$ cat src/sv/mexp_pkg.sv
`timescale 1ns / 1ps

package mexp_pkg;

	localparam logic [29:0] MODULUS = 30'd1000000007;

	// Barrett factor floor(2^60 / MODULUS)
	localparam logic [63:0] MU_WIDE = (64'd1 << 60) / {34'd0, MODULUS};
	localparam logic [30:0] MU      = MU_WIDE[30:0];

	typedef struct packed {
		logic        go;
		logic        reduce;
		logic [29:0] a;
		logic [29:0] b;
		logic [30:0] x;
	} mm_req_t;

	typedef struct packed {
		logic        done;
		logic [29:0] value;
	} mm_rsp_t;

endpackage

$ cat src/sv/mexp_mulmod.sv
`timescale 1ns / 1ps

module mexp_mulmod import mexp_pkg::*; (
	input  logic    clk,
	input  logic    arst_n,
	input  mm_req_t req,
	output mm_rsp_t rsp
);

	localparam logic [2:0] M_IDLE = 3'd0;
	localparam logic [2:0] M_Q1   = 3'd1;
	localparam logic [2:0] M_Q2   = 3'd2;
	localparam logic [2:0] M_SUB  = 3'd3;
	localparam logic [2:0] M_FIX  = 3'd4;

	logic [2:0]  state_q;
	logic [63:0] m_q;
	logic [59:0] p_q;
	logic [31:0] r_q;
	logic [31:0] mult_x;
	logic [31:0] mult_y;
	logic [63:0] m_d;
	logic        r_ge;

	always_comb begin
		case (state_q)
			M_IDLE: begin
				mult_x = {2'b00, req.a};
				mult_y = {2'b00, req.b};
			end
			M_Q1: begin
				mult_x = {1'b0, m_q[59:29]};
				mult_y = {1'b0, MU};
			end
			M_Q2: begin
				mult_x = {1'b0, m_q[61:31]};
				mult_y = {2'b00, MODULUS};
			end
			default: begin
				mult_x = 32'd0;
				mult_y = 32'd0;
			end
		endcase
	end

	assign m_d  = {32'd0, mult_x} * {32'd0, mult_y};
	assign r_ge = r_q >= {2'b00, MODULUS};

	always_ff @(posedge clk or negedge arst_n) begin
		if (!arst_n) begin
			state_q <= M_IDLE;
		end else begin
			case (state_q)
				M_IDLE: begin
					if (req.go) begin
						state_q <= req.reduce ? M_FIX : M_Q1;
					end
				end
				M_Q1:  state_q <= M_Q2;
				M_Q2:  state_q <= M_SUB;
				M_SUB: state_q <= M_FIX;
				M_FIX: begin
					if (!r_ge) begin
						state_q <= M_IDLE;
					end
				end
				default: state_q <= M_IDLE;
			endcase
		end
	end

	always_ff @(posedge clk) begin
		case (state_q)
			M_IDLE: begin
				if (req.go) begin
					m_q <= m_d;
					r_q <= {1'b0, req.x};
				end
			end
			M_Q1: begin
				p_q <= m_q[59:0];
				m_q <= m_d;
			end
			M_Q2: begin
				m_q <= m_d;
			end
			M_SUB: begin
				r_q <= p_q[31:0] - m_q[31:0];
			end
			M_FIX: begin
				if (r_ge) begin
					r_q <= r_q - {2'b00, MODULUS};
				end
			end
			default: begin
			end
		endcase
	end

	assign rsp.done  = (state_q == M_FIX) && !r_ge;
	assign rsp.value = r_q[29:0];

endmodule

$ cat src/sv/modular_exponentiation_unit.sv
`timescale 1ns / 1ps

// Modular exponentiation, base_value ** exponent mod 1000000007.
// Command channel: a beat is taken at the clock edge where start is high
// and busy is low; base_value and exponent are sampled at that edge only.
// busy stays high until the result has been shown.
// Result channel: done is high for exactly one cycle with power_mod valid;
// the receiver cannot stall it, so the beat must be taken in that cycle.
// A zero or negative exponent gives 1.
// One modular product runs on the single shared 32x32 multiplier in
// steps: product, Barrett quotient estimate, quotient times modulus,
// subtract, up to two correcting subtracts. One item is in flight at
// a time; the next beat is taken the cycle after done.
// Reset clears the sequencer and drops any item in flight.

module modular_exponentiation_unit import mexp_pkg::*; (
	input  logic        clk,
	input  logic        arst_n,
	input  logic        start,
	output logic        busy,
	input  logic [30:0] base_value,
	input  logic signed [31:0] exponent,
	output logic        done,
	output logic [29:0] power_mod
);

	localparam logic [2:0] T_IDLE = 3'd0;
	localparam logic [2:0] T_RED  = 3'd1;
	localparam logic [2:0] T_BIT  = 3'd2;
	localparam logic [2:0] T_MULW = 3'd3;
	localparam logic [2:0] T_SQW  = 3'd4;
	localparam logic [2:0] T_OUT  = 3'd5;

	logic [2:0]  state_q;
	logic [30:0] e_q;
	logic [29:0] base_q;
	logic [29:0] result_q;
	logic        accept;
	mm_req_t     req;
	mm_rsp_t     rsp;

	assign busy   = state_q != T_IDLE;
	assign accept = start && !busy;

	always_comb begin
		req.go     = 1'b0;
		req.reduce = 1'b0;
		req.a      = e_q[0] ? result_q : base_q;
		req.b      = base_q;
		req.x      = base_value;
		case (state_q)
			T_IDLE: begin
				req.go     = start;
				req.reduce = 1'b1;
			end
			T_BIT: begin
				req.go = e_q != 31'd0;
			end
			default: begin
			end
		endcase
	end

	mexp_mulmod u_mulmod (
		.clk    (clk),
		.arst_n (arst_n),
		.req    (req),
		.rsp    (rsp)
	);

	always_ff @(posedge clk or negedge arst_n) begin
		if (!arst_n) begin
			state_q <= T_IDLE;
		end else begin
			case (state_q)
				T_IDLE: begin
					if (accept) begin
						state_q <= T_RED;
					end
				end
				T_RED: begin
					if (rsp.done) begin
						state_q <= T_BIT;
					end
				end
				T_BIT: begin
					if (e_q == 31'd0) begin
						state_q <= T_OUT;
					end else begin
						state_q <= e_q[0] ? T_MULW : T_SQW;
					end
				end
				T_MULW, T_SQW: begin
					if (rsp.done) begin
						state_q <= T_BIT;
					end
				end
				T_OUT:   state_q <= T_IDLE;
				default: state_q <= T_IDLE;
			endcase
		end
	end

	always_ff @(posedge clk) begin
		case (state_q)
			T_IDLE: begin
				if (accept) begin
					e_q      <= exponent[31] ? 31'd0 : exponent[30:0];
					result_q <= 30'd1;
				end
			end
			T_RED: begin
				if (rsp.done) begin
					base_q <= rsp.value;
				end
			end
			T_MULW: begin
				// drop the consumed bit; the square follows from T_BIT unless no bits remain
				if (rsp.done) begin
					result_q <= rsp.value;
					e_q[0]   <= 1'b0;
				end
			end
			T_SQW: begin
				if (rsp.done) begin
					base_q <= rsp.value;
					e_q    <= {1'b0, e_q[30:1]};
				end
			end
			default: begin
			end
		endcase
	end

	assign done      = state_q == T_OUT;
	assign power_mod = result_q;

endmodule
$ cat config.mk
export PLATFORM = sky130hd
export DESIGN_NAME = modular_exponentiation_unit
export DESIGN_NICKNAME = d
export VERILOG_FILES = /design/src/sv/mexp_pkg.sv /design/src/sv/mexp_mulmod.sv /design/src/sv/modular_exponentiation_unit.sv
export SDC_FILE = /design/constraint.sdc
export NUM_CORES = 2
export LEC_CHECK = 0
export ABC_CLOCK_PERIOD_IN_PS = 28900
export BUFFER_PORTS_ARGS = -buffer_cell sky130_fd_sc_hd__buf_2
export CORE_MARGIN = 5
export CORE_UTILIZATION = 35
export CTS_CLUSTER_DIAMETER = 150
export DETAILED_ROUTE_END_ITERATION = 16
export HOLD_SLACK_MARGIN = 0.05
export MAX_ROUTING_LAYER = met4
export SYNTH_ARGS = -nofsm -noshare
export SYNTH_HDL_FRONTEND = slang
export SYNTH_HIERARCHICAL = 1
export SYNTH_SLANG_ARGS = --single-unit
export TNS_END_PERCENT = 5
$ cat constraint.sdc
create_clock -name clk -period 28.9 [get_ports clk]
set_input_delay 5.78 -clock clk [delete_from_list [all_inputs] [get_ports clk]]
set_output_delay 5.78 -clock clk [all_outputs]
set_load 0.1 [all_outputs]
==> flow_summary.ini <==
[die]
initial_core_util = 0.352
die-area_um2 = 127000
io_pins = 98
core_um2 = 120000
chipHeight_um = 357
die_x_um = 357
row_count = 127

[routing]
wl_um = 137000
drc = 0
ant_nets = 0
routedWlPerCell_um = 22.5
drtPass1Iterations = 9
viasPerCell = 5.26
routed-via-count = 32000
drt-initial-drc-count = 2758

[clocking]
cts_resized = 0
root_buffer = clkbuf_16
htree_levels = 1
cts_inserted_buffers = 24
cts.clk_slew.worst_paths_ns = 0.07
insertion_delay_ns = 0.54
cts_tree = built
cts_setup_buffers = 0
clkSinkCount = 223
clockBufferDepth = 3
hold_buffers = 0

[final_layout]
final_util = 0.376
final-instance-count-excl-fill = 6077
area_growth_syn_to_layout_pct = 6.93
layout-drive-gt1-share = 0.0721
nNetsFinal = 5628
fill_cells = 12100
final_common_cell = inv_1
final_cell_area_um2 = 45000
mostFrequentLayoutCells = inv_1, fa_1, nand2_1

[timing]
finalMaxSlewViolations = 0
worstMarginPinSlew_ns = 1.28
timing.setup.tns_ns = 0
fin_crit_ns = 11.02
finalSetupViolations = 0
rsz0062_at_grt = false
fmax_mhz = 90.7
final.setup_skew_ns = 0.0174
hold_violations = 0
post-route-period-util = 0.381
slew_headroom = 0.146

[placed_design]
placed_cell_area_um2 = 44200
gp_congestion = 0.964
dp_hpwl_um = 110000
portBuffers = 97
dp.cells = 6023

[synthesis]
synth_top_flop_cell = edfxtp_1
syn_inst = 4485
yosysUniqueCellTypes = 79
syn_area_um2 = 42100
yosysTopAreaCell = fa_1
seq_area_frac_synth = 0.158
yosysWarnings = 6
synth-seq-cells = 223
syn_area_per_cell_um2 = 9.38
synth_top_area_share = 0.399
synthTopCellsByArea = fa_1, edfxtp_1, ha_1
synth_edf_count = 217
synth_async_sr_flop_share = 0.0269

[worst_setup_path]
cp_slowest_stage_delay_ns = 1.06
end_kind = register
crit_fanout = 89
crit_chain = nor3_2 > buf_4 > nand2_1 > nor2_1 > fa_1 > fa_1 > fa_1 > inv_1 > fa_1 > inv_1 > fa_1 > fa_1 > fa_1 > fa_1 > ha_1 > a21o_1 > a21o_1 > a2111oi_0 > o32a_1 > o21ai_1 > a31oi_1 > o21ai_1 > a211oi_1 > xnor2_1
arrival_ns = 11.31
path_class = reg -> reg
critPathMostFrequentCell = fa_1
cp_slowest_cell = nand2_1
crit_required_ns = 29.19
r2r_setup_slack_ns = 17.88
cp-start-kind = register

[grt]
grt_max_degree = 90
grt_pass1_wl_um = 209000
grt_usage = 0.223
grt_pass1_vias = 33300
overflow = 0
antenna_found_initial = 10

[flow_run]
cap_viol_max_count = 0

[run_status]
outcome = completed

[worst_hold_path]
min_path_type = reg -> reg
[worst paths after layout]
check,from,endpoint,cells past startpoint
max,u_mulmod/state_q[2],u_mulmod/m_q[58],24
min,u_mulmod/m_q[8],u_mulmod/p_q[8],0
max reg2reg,u_mulmod/state_q[2],u_mulmod/m_q[58],24
min reg2reg,u_mulmod/m_q[8],u_mulmod/p_q[8],0
max in group asynchronous,arst_n,u_mulmod/state_q[2],1
min in group asynchronous,arst_n,state_q[1],1
[Yosys cell counts (6+ instances only)]
library cell and instances:
inv_1 843, fa_1 838, nand2_1 562, nor2_1 539
ha_1 287, edfxtp_1 217, clkbuf_1 201, a21oi_1 122
o21ai_0 98, and2_1 75, a21o_1 71, xnor2_1 64
nand2b_1 45, xor2_1 44, buf_4 38, a22oi_1 35
mux2_2 35, nand3_1 29, a221oi_1 23, nor3_1 21
o21bai_1 21, a221o_1 19, a31oi_1 18, nand4_1 16
nor2b_1 15, nor4_1 13, and3_1 11, o211ai_1 11
o21a_1 11, nor3b_1 10, buf_6 9, buf_1 8
or3_1 8, buf_2 7, o221ai_1 7, o31ai_1 7
or2_2 7, dfrtp_1 6
[worst max-delay path, delay by kind of cell (launching register included)]
kind | cells | cell delay [ns]
AND/OR/NAND/NOR | 3 | 2.19
flip-flops | 1 | 0.49
adder cells (fa/ha/maj) | 9 | 4.36
AO/OA/AOI/OAI | 8 | 2.47
buffers and inverters | 3 | 1.05
XOR/XNOR | 1 | 0.09
[logic make-up after synthesis]
family	Yosys count	share of synthesized area
muxes	40	0.0106
DFF	223	0.158
xor gates and xnor gates	108	0.0225
other	2	0.000179
buffers and inverters	1111	0.105
AOI/OAI and AO/OA	504	0.0802
adders and majority gates	1125	0.484
and+or+nand+nor	1372	0.139
[metal layers]
layer,routed length [um],share of wire,track usage,vias to the layer above
li1,-,-,-,13800
met1,56300,0.41,0.291,16600
met2,63700,0.46,0.349,1304
met3,11200,0.082,0.0420,259
met4,5780,0.042,0.0760,0
met5,0,0,-,-
[stage by stage]
step / hold slack [ns] / setup WS (ns)
floorplan: 0.426 / 19.27
global placement: 0.433 / 18.36
detailed placement: 0.436 / 18.13
CTS: 0.448 / 18.10
global route: 0.457 / 17.42
finish: 0.448 / 17.88
[sequential cells by signal, summed over array words and instances (netlist names)]
signal,count
power_mod,30
base_q,30
e_q,31
u_mulmod/r_q,32
u_mulmod/state_q,3
state_q,3
u_mulmod/p_q,32
u_mulmod/m_q,62
[layout make-up]
class	count	area, um2	area share
diodes	11	27.5	0.000612
clock buffers	27	633	0.0141
clock inverters	16	114	0.00253
inverters	844	3170	0.0705
multi-input cells	3155	31200	0.693
flip-flops and latches	223	6670	0.148
well taps	1612	2020	0.0448
repair buffers	189	1180	0.0261
Power is not shown: default switching activity piles up to over one toggle a cycle in this logic, so the estimate is an artifact.
